`config.mk`:
```
export PLATFORM = sky130hd
export DESIGN_NAME = pgks_regs
export DESIGN_NICKNAME = d
export VERILOG_FILES = /design/src/hw/rtl/pgks_pkg.sv /design/src/hw/rtl/pgks_regs.sv
export SDC_FILE = /design/constraint.sdc
export NUM_CORES = 1
export LEC_CHECK = 0
export ABC_AREA = 1
export BUFFER_PORTS_ARGS = -buffer_cell sky130_fd_sc_hd__buf_4
export CELL_PAD_IN_SITES_DETAIL_PLACEMENT = 1
export CELL_PAD_IN_SITES_GLOBAL_PLACEMENT = 1
export CORE_MARGIN = 3
export CORE_UTILIZATION = 38
export CTS_BUF_LIST = sky130_fd_sc_hd__clkbuf_8
export CTS_CLUSTER_SIZE = 12
export DETAILED_ROUTE_END_ITERATION = 16
export HOLD_SLACK_MARGIN = 0.1
export PLACE_DENSITY = 0.95
export SKIP_LAST_GASP = 1
export SLEW_MARGIN = 10
export SYNTH_ARGS = -nofsm -noshare
export SYNTH_HDL_FRONTEND = slang
export SYNTH_SLANG_ARGS = --single-unit
```
`constraint.sdc`:
```
create_clock -name i_clk -period 2 [get_ports i_clk]
set_input_delay 0.1 -clock i_clk [delete_from_list [all_inputs] [get_ports i_clk]]
set_output_delay 0.1 -clock i_clk [all_outputs]
set_load 0.05 [all_outputs]
```
`src/hw/rtl/pgks_pkg.sv`:
```
// Shared types, widths and constants for the Poisson Green kernel scaling block.
// Used by every module in hw/rtl; depends on nothing else.
package pgks_pkg;

    localparam int IDX_W  = 10;
    localparam int GRID_W = 11;
    localparam int STEP_W = 32;
    localparam int VAL_W  = 32;
    localparam int TERM_W = 64;
    localparam int ADDR_W = 5;
    localparam int DATA_W = 32;

    localparam logic [GRID_W-1:0] MAX_GRID = GRID_W'(1024);

    localparam int MOD_STEPS    = GRID_W;
    localparam int ANG_STEPS    = 31;
    localparam int CORDIC_STEPS = 30;
    localparam int QUOT_STEPS   = 32;

    localparam int AXIS_LAT = 1 + MOD_STEPS + ANG_STEPS + 1 + CORDIC_STEPS + 5;
    localparam int QUOT_LAT = 1 + QUOT_STEPS + 1;

    localparam int          CORDIC_GAIN_Q30 = 652032874;
    localparam logic [31:0] INV_PI_Q32      = 32'd1367130551;
    localparam int          QUARTER_TURN    = 1073741824;

    localparam logic [29:0] ATAN_TURN [CORDIC_STEPS] = '{
        30'd536870912, 30'd316933406, 30'd167458907, 30'd85004756, 30'd42667331,
        30'd21354465, 30'd10679838, 30'd5340245, 30'd2670163, 30'd1335087,
        30'd667544, 30'd333772, 30'd166886, 30'd83443, 30'd41722, 30'd20861,
        30'd10430, 30'd5215, 30'd2608, 30'd1304, 30'd652, 30'd326, 30'd163,
        30'd81, 30'd41, 30'd20, 30'd10, 30'd5, 30'd3, 30'd1
    };

    localparam logic [2:0] REG_KERNEL_MODE = 3'd0;
    localparam logic [2:0] REG_DIMENSIONS  = 3'd1;
    localparam logic [2:0] REG_GRID_X      = 3'd2;
    localparam logic [2:0] REG_GRID_Y      = 3'd3;
    localparam logic [2:0] REG_GRID_Z      = 3'd4;
    localparam logic [2:0] REG_STEP_X      = 3'd5;
    localparam logic [2:0] REG_STEP_Y      = 3'd6;
    localparam logic [2:0] REG_STEP_Z      = 3'd7;

    typedef struct packed {
        logic [IDX_W-1:0]        wave_index_x;
        logic [IDX_W-1:0]        wave_index_y;
        logic [IDX_W-1:0]        wave_index_z;
        logic signed [VAL_W-1:0] value_real;
        logic signed [VAL_W-1:0] value_imag;
    } t_in;

    typedef struct packed {
        logic signed [VAL_W-1:0] result_real;
        logic signed [VAL_W-1:0] result_imag;
        logic                    saturated;
    } t_out;

    typedef struct packed {
        logic              kernel_mode;
        logic [1:0]        dimensions;
        logic [GRID_W-1:0] grid_size_x;
        logic [GRID_W-1:0] grid_size_y;
        logic [GRID_W-1:0] grid_size_z;
        logic [STEP_W-1:0] wave_step_x;
        logic [STEP_W-1:0] wave_step_y;
        logic [STEP_W-1:0] wave_step_z;
    } t_cfg;

    typedef struct packed {
        logic             zero_mode;
        logic             neg_real;
        logic             neg_imag;
        logic [VAL_W-1:0] mag_real;
        logic [VAL_W-1:0] mag_imag;
    } t_tag;

endpackage

```
`src/hw/rtl/pgks_regs.sv`:
```
// Configuration register file behind the APB-style port.
// Depends on pgks_pkg for the register layout and the configuration struct.
module pgks_regs (
    input  logic                       i_clk,
    input  logic                       i_rst_n,
    input  logic                       psel,
    input  logic                       penable,
    input  logic                       pwrite,
    input  logic [pgks_pkg::ADDR_W-1:0] paddr,
    input  logic [pgks_pkg::DATA_W-1:0] pwdata,
    output logic [pgks_pkg::DATA_W-1:0] prdata,
    output logic                       pready,
    output pgks_pkg::t_cfg             o_cfg
);
    import pgks_pkg::*;

    t_cfg       r_cfg;
    logic [2:0] reg_idx;
    logic       wr_en;

    assign reg_idx = paddr[ADDR_W-1:2];
    assign wr_en   = psel & penable & pwrite;
    assign pready  = 1'b1;
    assign o_cfg   = r_cfg;

    always_ff @(posedge i_clk) begin
        if (!i_rst_n) begin
            r_cfg.kernel_mode <= 1'b0;
            r_cfg.dimensions  <= 2'd3;
            r_cfg.grid_size_x <= MAX_GRID;
            r_cfg.grid_size_y <= MAX_GRID;
            r_cfg.grid_size_z <= MAX_GRID;
            r_cfg.wave_step_x <= STEP_W'(32'h0100_0000);
            r_cfg.wave_step_y <= STEP_W'(32'h0100_0000);
            r_cfg.wave_step_z <= STEP_W'(32'h0100_0000);
        end else if (wr_en) begin
            case (reg_idx)
                REG_KERNEL_MODE: r_cfg.kernel_mode <= pwdata[0];
                REG_DIMENSIONS:  r_cfg.dimensions  <= pwdata[1:0];
                REG_GRID_X:      r_cfg.grid_size_x <= pwdata[GRID_W-1:0];
                REG_GRID_Y:      r_cfg.grid_size_y <= pwdata[GRID_W-1:0];
                REG_GRID_Z:      r_cfg.grid_size_z <= pwdata[GRID_W-1:0];
                REG_STEP_X:      r_cfg.wave_step_x <= pwdata[STEP_W-1:0];
                REG_STEP_Y:      r_cfg.wave_step_y <= pwdata[STEP_W-1:0];
                REG_STEP_Z:      r_cfg.wave_step_z <= pwdata[STEP_W-1:0];
                default: begin
                end
            endcase
        end
    end

    always_comb begin
        case (reg_idx)
            REG_KERNEL_MODE: prdata = DATA_W'(r_cfg.kernel_mode);
            REG_DIMENSIONS:  prdata = DATA_W'(r_cfg.dimensions);
            REG_GRID_X:      prdata = DATA_W'(r_cfg.grid_size_x);
            REG_GRID_Y:      prdata = DATA_W'(r_cfg.grid_size_y);
            REG_GRID_Z:      prdata = DATA_W'(r_cfg.grid_size_z);
            REG_STEP_X:      prdata = DATA_W'(r_cfg.wave_step_x);
            REG_STEP_Y:      prdata = DATA_W'(r_cfg.wave_step_y);
            REG_STEP_Z:      prdata = DATA_W'(r_cfg.wave_step_z);
            default:         prdata = '0;
        endcase
    end

endmodule

```
## Word-level counts from Yosys, hierarchy flattened

Cells that the tools add are included.

| storage, ports and cells | value |
|---|---|
| register bits after elaboration | 132 |
| input bits | 42 |
| output and inout port bits | 165 |
| word-level logic and storage cells | 27 |

| cells by class | value |
|---|---|
| equality and inequality tests | 7 |
| multiplexer cells | 1 |
| bitwise gates (word level) | 2 |
| reductions and logical operators | 9 |

Operators with widths:

| operator | number |
|---|---|
| 32-bit one-hot mux with 8 select lines | 1 |
| 2-bit AND reduction | 8 |
| 3-bit == test (second input constant) | 4 |
| 3-bit by 2-bit == test with 1-bit output (second input constant) | 2 |
| 3-bit by 1-bit == test with 1-bit output (second input constant) | 1 |
| 3-bit logical NOT | 1 |
| 1-bit AND | 2 |

## Depth between registers and ports, before layout

| logic depth | value |
|---|---|
| depth in word-level cells | 3 |
| gate-level depth with buffers | 8 |
| gate-level depth less buffers | 7 |

## Least setup slack after synthesis

Ideal clock, no wire load.

| timing path | value |
|---|---|
| kind | input-to-output |
| from | input port paddr[3] in the netlist's numbering |
| to | output port prdata[24] in the netlist's numbering |
| data arrival time | 1.349 ns |
| data required time | 1.900 ns |
| path slack | 0.551 ns |
| cell stages on the path | 7 |
| path buffers | 2 |
| path through | buf_4 -> inv_2 -> nand3_1 -> clkinv_1 -> clkbuf_1 -> nand2_1 -> nand3_1 |

| between the ends | value |
|---|---|
| word-level cells in the longest chain between the ends | 2 |
| elaborated cells between the ends (all ways) | 9 |
| classes of those cells | eq/ne: 7; mux: 1; reduce/logical: 1 |

Ends and longest elaborated chain:

| what | RTL line | text |
|---|---|---|
| from (decl) | pgks_regs.sv:9 | `input logic [pgks_pkg::ADDR_W-1:0] paddr,` |
| 3-bit == test, or another cell as far along | pgks_regs.sv:53 | `case (reg_idx)` |
| 32-bit one-hot mux with 8 select lines (*) | pgks_regs.sv:53 |  |
| to (decl) | pgks_regs.sv:11 | `output logic [pgks_pkg::DATA_W-1:0] prdata,` |

Mark *: on every way between the ends. The rest lies on a longest branch, timed or not.

## Worst setup path after layout

| timing path | value |
|---|---|
| from | input port paddr[2] in the netlist's numbering |
| to | output port prdata[14] in the netlist's numbering |

Same word-level chain as after synthesis.

==> metrics.log <==
[metrics] count of antenna diodes in the layout: 0
[metrics] share of synthesized flip-flops with an asynchronous set or reset: 0%
[metrics] endpoint of the worst register-to-register path: o_cfg[0]$_SDFFE_PN0P_
[metrics] half-perimeter wire length of the detailed placement result: between 15000 and 20000 µm
[metrics] Worst R2R Start: o_cfg[0]$_SDFFE_PN0P_
[metrics] area of the multi-input gates: between 0.002 and 0.003 mm²
[metrics] number of enable-type register cells in the synthesized netlist: 0
[metrics] sequential cell fraction of total power: between 40% and 50%
[metrics] clk buf depth: 2
[metrics] number of antenna violations at the first check in global routing: 0
[metrics] final layout net count: 1089
[metrics] Cells after Synth: about 830
[metrics] worst-margin pin slew: between 0.6 and 0.7 ns
[metrics] WL per Instance: a little under 20 µm
[metrics] clock transition at the registers of the reported paths: 0.07 ns
[metrics] WL final: between 20000 and 25000 µm
[metrics] Horiz. Die Dim: between 100 and 150 µm
[metrics] global-route congestion overflow total: 0
[metrics] number of buffers added on ports: roughly 200
[metrics] number of placed cells counting well taps: about 1200
[metrics] vias in the first global route: about 7000
[metrics] number of unique standard cell types used by synthesis: 24
[metrics] status: finished, final reports clean
[metrics] I/O pin total: between 200 and 250
[metrics] main area contributors after synthesis: dfxtp_1 47%, nor2_1 19%, o21ai_0 11%
[metrics] y dimension of the die: roughly 130 µm
[metrics] peak supply drop: just over 0.0004 V
[metrics] starting utilization of the core area: between 30% and 40%
[metrics] remaining routing DRC violations: 0
[metrics] net count after synthesis: between 800 and 900
[metrics] Slowest cell on crit path: inv_1
[metrics] critical path required time: roughly 1.9 ns
[metrics] Yosys top cell area share: between 40% and 50%
[metrics] Hold EP: o_cfg[131]$_SDFFE_PN0P_
[metrics] number of fillers in the final layout: 1837
[metrics] PnR Total Power: 5.57 mW
[metrics] CTS tree: yes
[metrics] number of buffers inserted during clock tree synthesis: 17
[metrics] number of flip-flops in the largest register: between 100 and 150
[metrics] RSZ-0062 raised after global routing: no
[metrics] Min-Delay Startpoint: paddr[3]
[metrics] CP most frequent cell: buf_4
[metrics] number of cells upsized or downsized after cts: 0
[metrics] clock period minus final worst setup slack: 1.76 ns
[metrics] flops & latches, synth: roughly 130
[metrics] Syn Area/Cell: 6.79 µm²
[metrics] switching share of power: about a quarter
[metrics] met1 layer usage reported by global route: between 30% and 40%
[metrics] register area share after synthesis: around 47%
[metrics] clk_lat worst skew: between 0.4 and 0.5 ns
[metrics] global-route wire length before repair: between 30000 and 40000 µm
[metrics] core area: roughly 0.014 mm²
[metrics] routed vias/inst: between 5 and 6
[metrics] first-pass detailed-route iteration total: 5
[metrics] Critical Path Sink Type: output port
[metrics] WHS: between 0.15 and 0.2 ns
[metrics] path type of the worst min-delay path: in -> reg
[metrics] final hold violation count: 0
[metrics] chain of cells forming the critical path: buf_4 -> inv_2 -> nand3_1 -> inv_1 -> buf_4 -> nand2_1 -> nand3_1 -> buf_4
[metrics] clk root buf: clkbuf_8
[metrics] cell depth of the worst flop-to-flop path: 2
[metrics] sum of negative setup slack: 0 ns
[metrics] Area growth syn-to-layout: 42.4%
[metrics] maximum clock rate: roughly 570 MHz
[metrics] Placer Congestion: slightly below 0.9
[metrics] setup skew after layout: 0 ns
[metrics] met3 demand-to-capacity share in global routing: 6.10%
[metrics] largest area contributor in the netlist: dfxtp_1
[metrics] layout cell share with drive strength beyond 1: between 20% and 30%
[metrics] total via count in the routed design: 6652
[metrics] critical path peak fanout: 17
[metrics] Net Sw Power: between 1 and 1.5 mW
[metrics] maximum number of pins on one net before global-route repair: 74
[metrics] final count of pins violating max slew: 0
[metrics] CTS H-Tree Depth: 4
[metrics] floorplan die area: 0.0163 mm²
[metrics] met2 demand-to-capacity share in global routing: between 50% and 60%
[metrics] crit path DAT: 1.66 ns
[metrics] Post-Layout Cell Count: ~1200
[metrics] warnings from Yosys: 0
[metrics] normalized max-slew margin: 53.3%
[metrics] Synth Flop Type: dfxtp_1
[metrics] netlist area before placement: 0.00561 mm²
[metrics] GRT Overall Usage: between 20 and 30%
[metrics] DRC violation total after the first TritonRoute iteration: just under 500
[metrics] internal reg-to-reg setup slack: between 1 and 1.5 ns
[metrics] most repeated cell in the gate-level netlist after synthesis: nor2_1
[metrics] number of setup violations in the final report: 0
[metrics] cell depth of the worst hold path: 5
[metrics] synth cell count leaders: 282 x nor2_1, 132 x dfxtp_1, 121 x o21ai_0
[metrics] Critical Path Max Stage Delay: between 0.3 and 0.4 ns
[metrics] startpoint type of the worst setup path: input pin
[metrics] number of clock sinks: between 100 and 150
[metrics] most heavily used metal layer in global routing: met2
[metrics] Pwr Density: a little under 700 mW/mm²
[metrics] final worst path period share: around nine tenths
[metrics] type of the worst setup path: in -> out
[metrics] proportion of power drawn by the clock network: between 40% and 50%
[metrics] num rows: between 40 and 50
[metrics] internal power contribution: about 4.1 mW
[metrics] leakage power figure: about 4.0 nW
[metrics] number of antenna-violating nets in the routed design: 0
[metrics] proportion of power drawn by combinational gates: a little over a tenth
[metrics] # Max-Cap Violations: 0
[metrics] area used by sequential logic in the layout: roughly 0.0026 mm²
## worst max-delay path by stage
stage	startpoint	end	slack (ns)
after CTS	paddr[2]	prdata[20]	0.27
after detailed placement	paddr[2]	prdata[20]	0.28
after global placement	paddr[2]	prdata[25]	0.36
final	paddr[2]	prdata[14]	0.24
after global routing	paddr[2]	prdata[25]	0.14
after floorplan	paddr[3]	prdata[24]	0.55
## per-stage QoR
| step | cell area (µm²) | utilization [%] | setup slack [ns] |
|---|---|---|---|
| floorplan | 5610 | - | 0.551 |
| global placement | 7270 | 51.3 | 0.361 |
| detailed placement | 7270 | 51.3 | 0.284 |
| CTS | 8000 | 56.5 | 0.270 |
| global route | 8000 | 56.5 | 0.140 |
| finish | 8000 | 56.5 | 0.236 |
## critical path: cells and delay by family
kind	cells	cell delay, ns
simple gates	3	0.37
buf+inv	5	1.18
## repair_timing
action | CTS | global route
hold buffers | 33 | 0
hold endpoints to repair | 132 | 0
buffers inserted | 0 | 0
## cells in the final DEF, fill, tap and decap left out, types with 3 or more instances in the layout
| master | count |
|---|---|
| nor2_1 | 282 |
| buf_4 | 215 |
| dfxtp_1 | 132 |
| o21ai_0 | 121 |
| nand2_1 | 118 |
| nand3_1 | 39 |
| inv_1 | 38 |
| dlygate4sd3_1 | 33 |
| clkbuf_8 | 21 |
| a21oi_1 | 10 |
| nand4_1 | 9 |
| inv_2 | 6 |
| o21ai_1 | 6 |
| nor2_2 | 4 |
| nand3_2 | 4 |
| nand3b_1 | 3 |
| clkinv_2 | 3 |
## layout make-up
type | count | share of cell area [%]
inverter | 42 | 1.97
sequential | 132 | 33.1
clock inverter | 11 | 1.38
multi-input combinational | 604 | 32.3
clock buffer | 21 | 3.62
tap | 180 | 2.82
timing repair buffer | 250 | 24.8
## metal layers
metal	wire (µm)	vias up	part of all wire, %
met5	0	-	0
met4	1040	0	4.3
met3	1470	68	6.1
met2	12200	271	50
met1	9520	3242	39
li1	-	3071	-
## logic make-up after synthesis
| kind of cell | synth area share [%] |
|---|---|
| buf+inv | 6.86 |
| simple gates | 33.4 |
| other cells | 0.0668 |
| compound gates | 12.6 |
| flops | 47.1 |
## power groups by stage
stage               Combinational (mW)  Sequential (mW)  Clock (mW)
finish                           0.602             2.69        2.27
global route                     0.635             2.70        2.41
CTS                              0.595             2.69        2.29
detailed placement               0.533             2.75           0
global placement                 0.524             2.75           0
floorplan                        0.189             2.86           0
(Power assumes the default switching activity.)
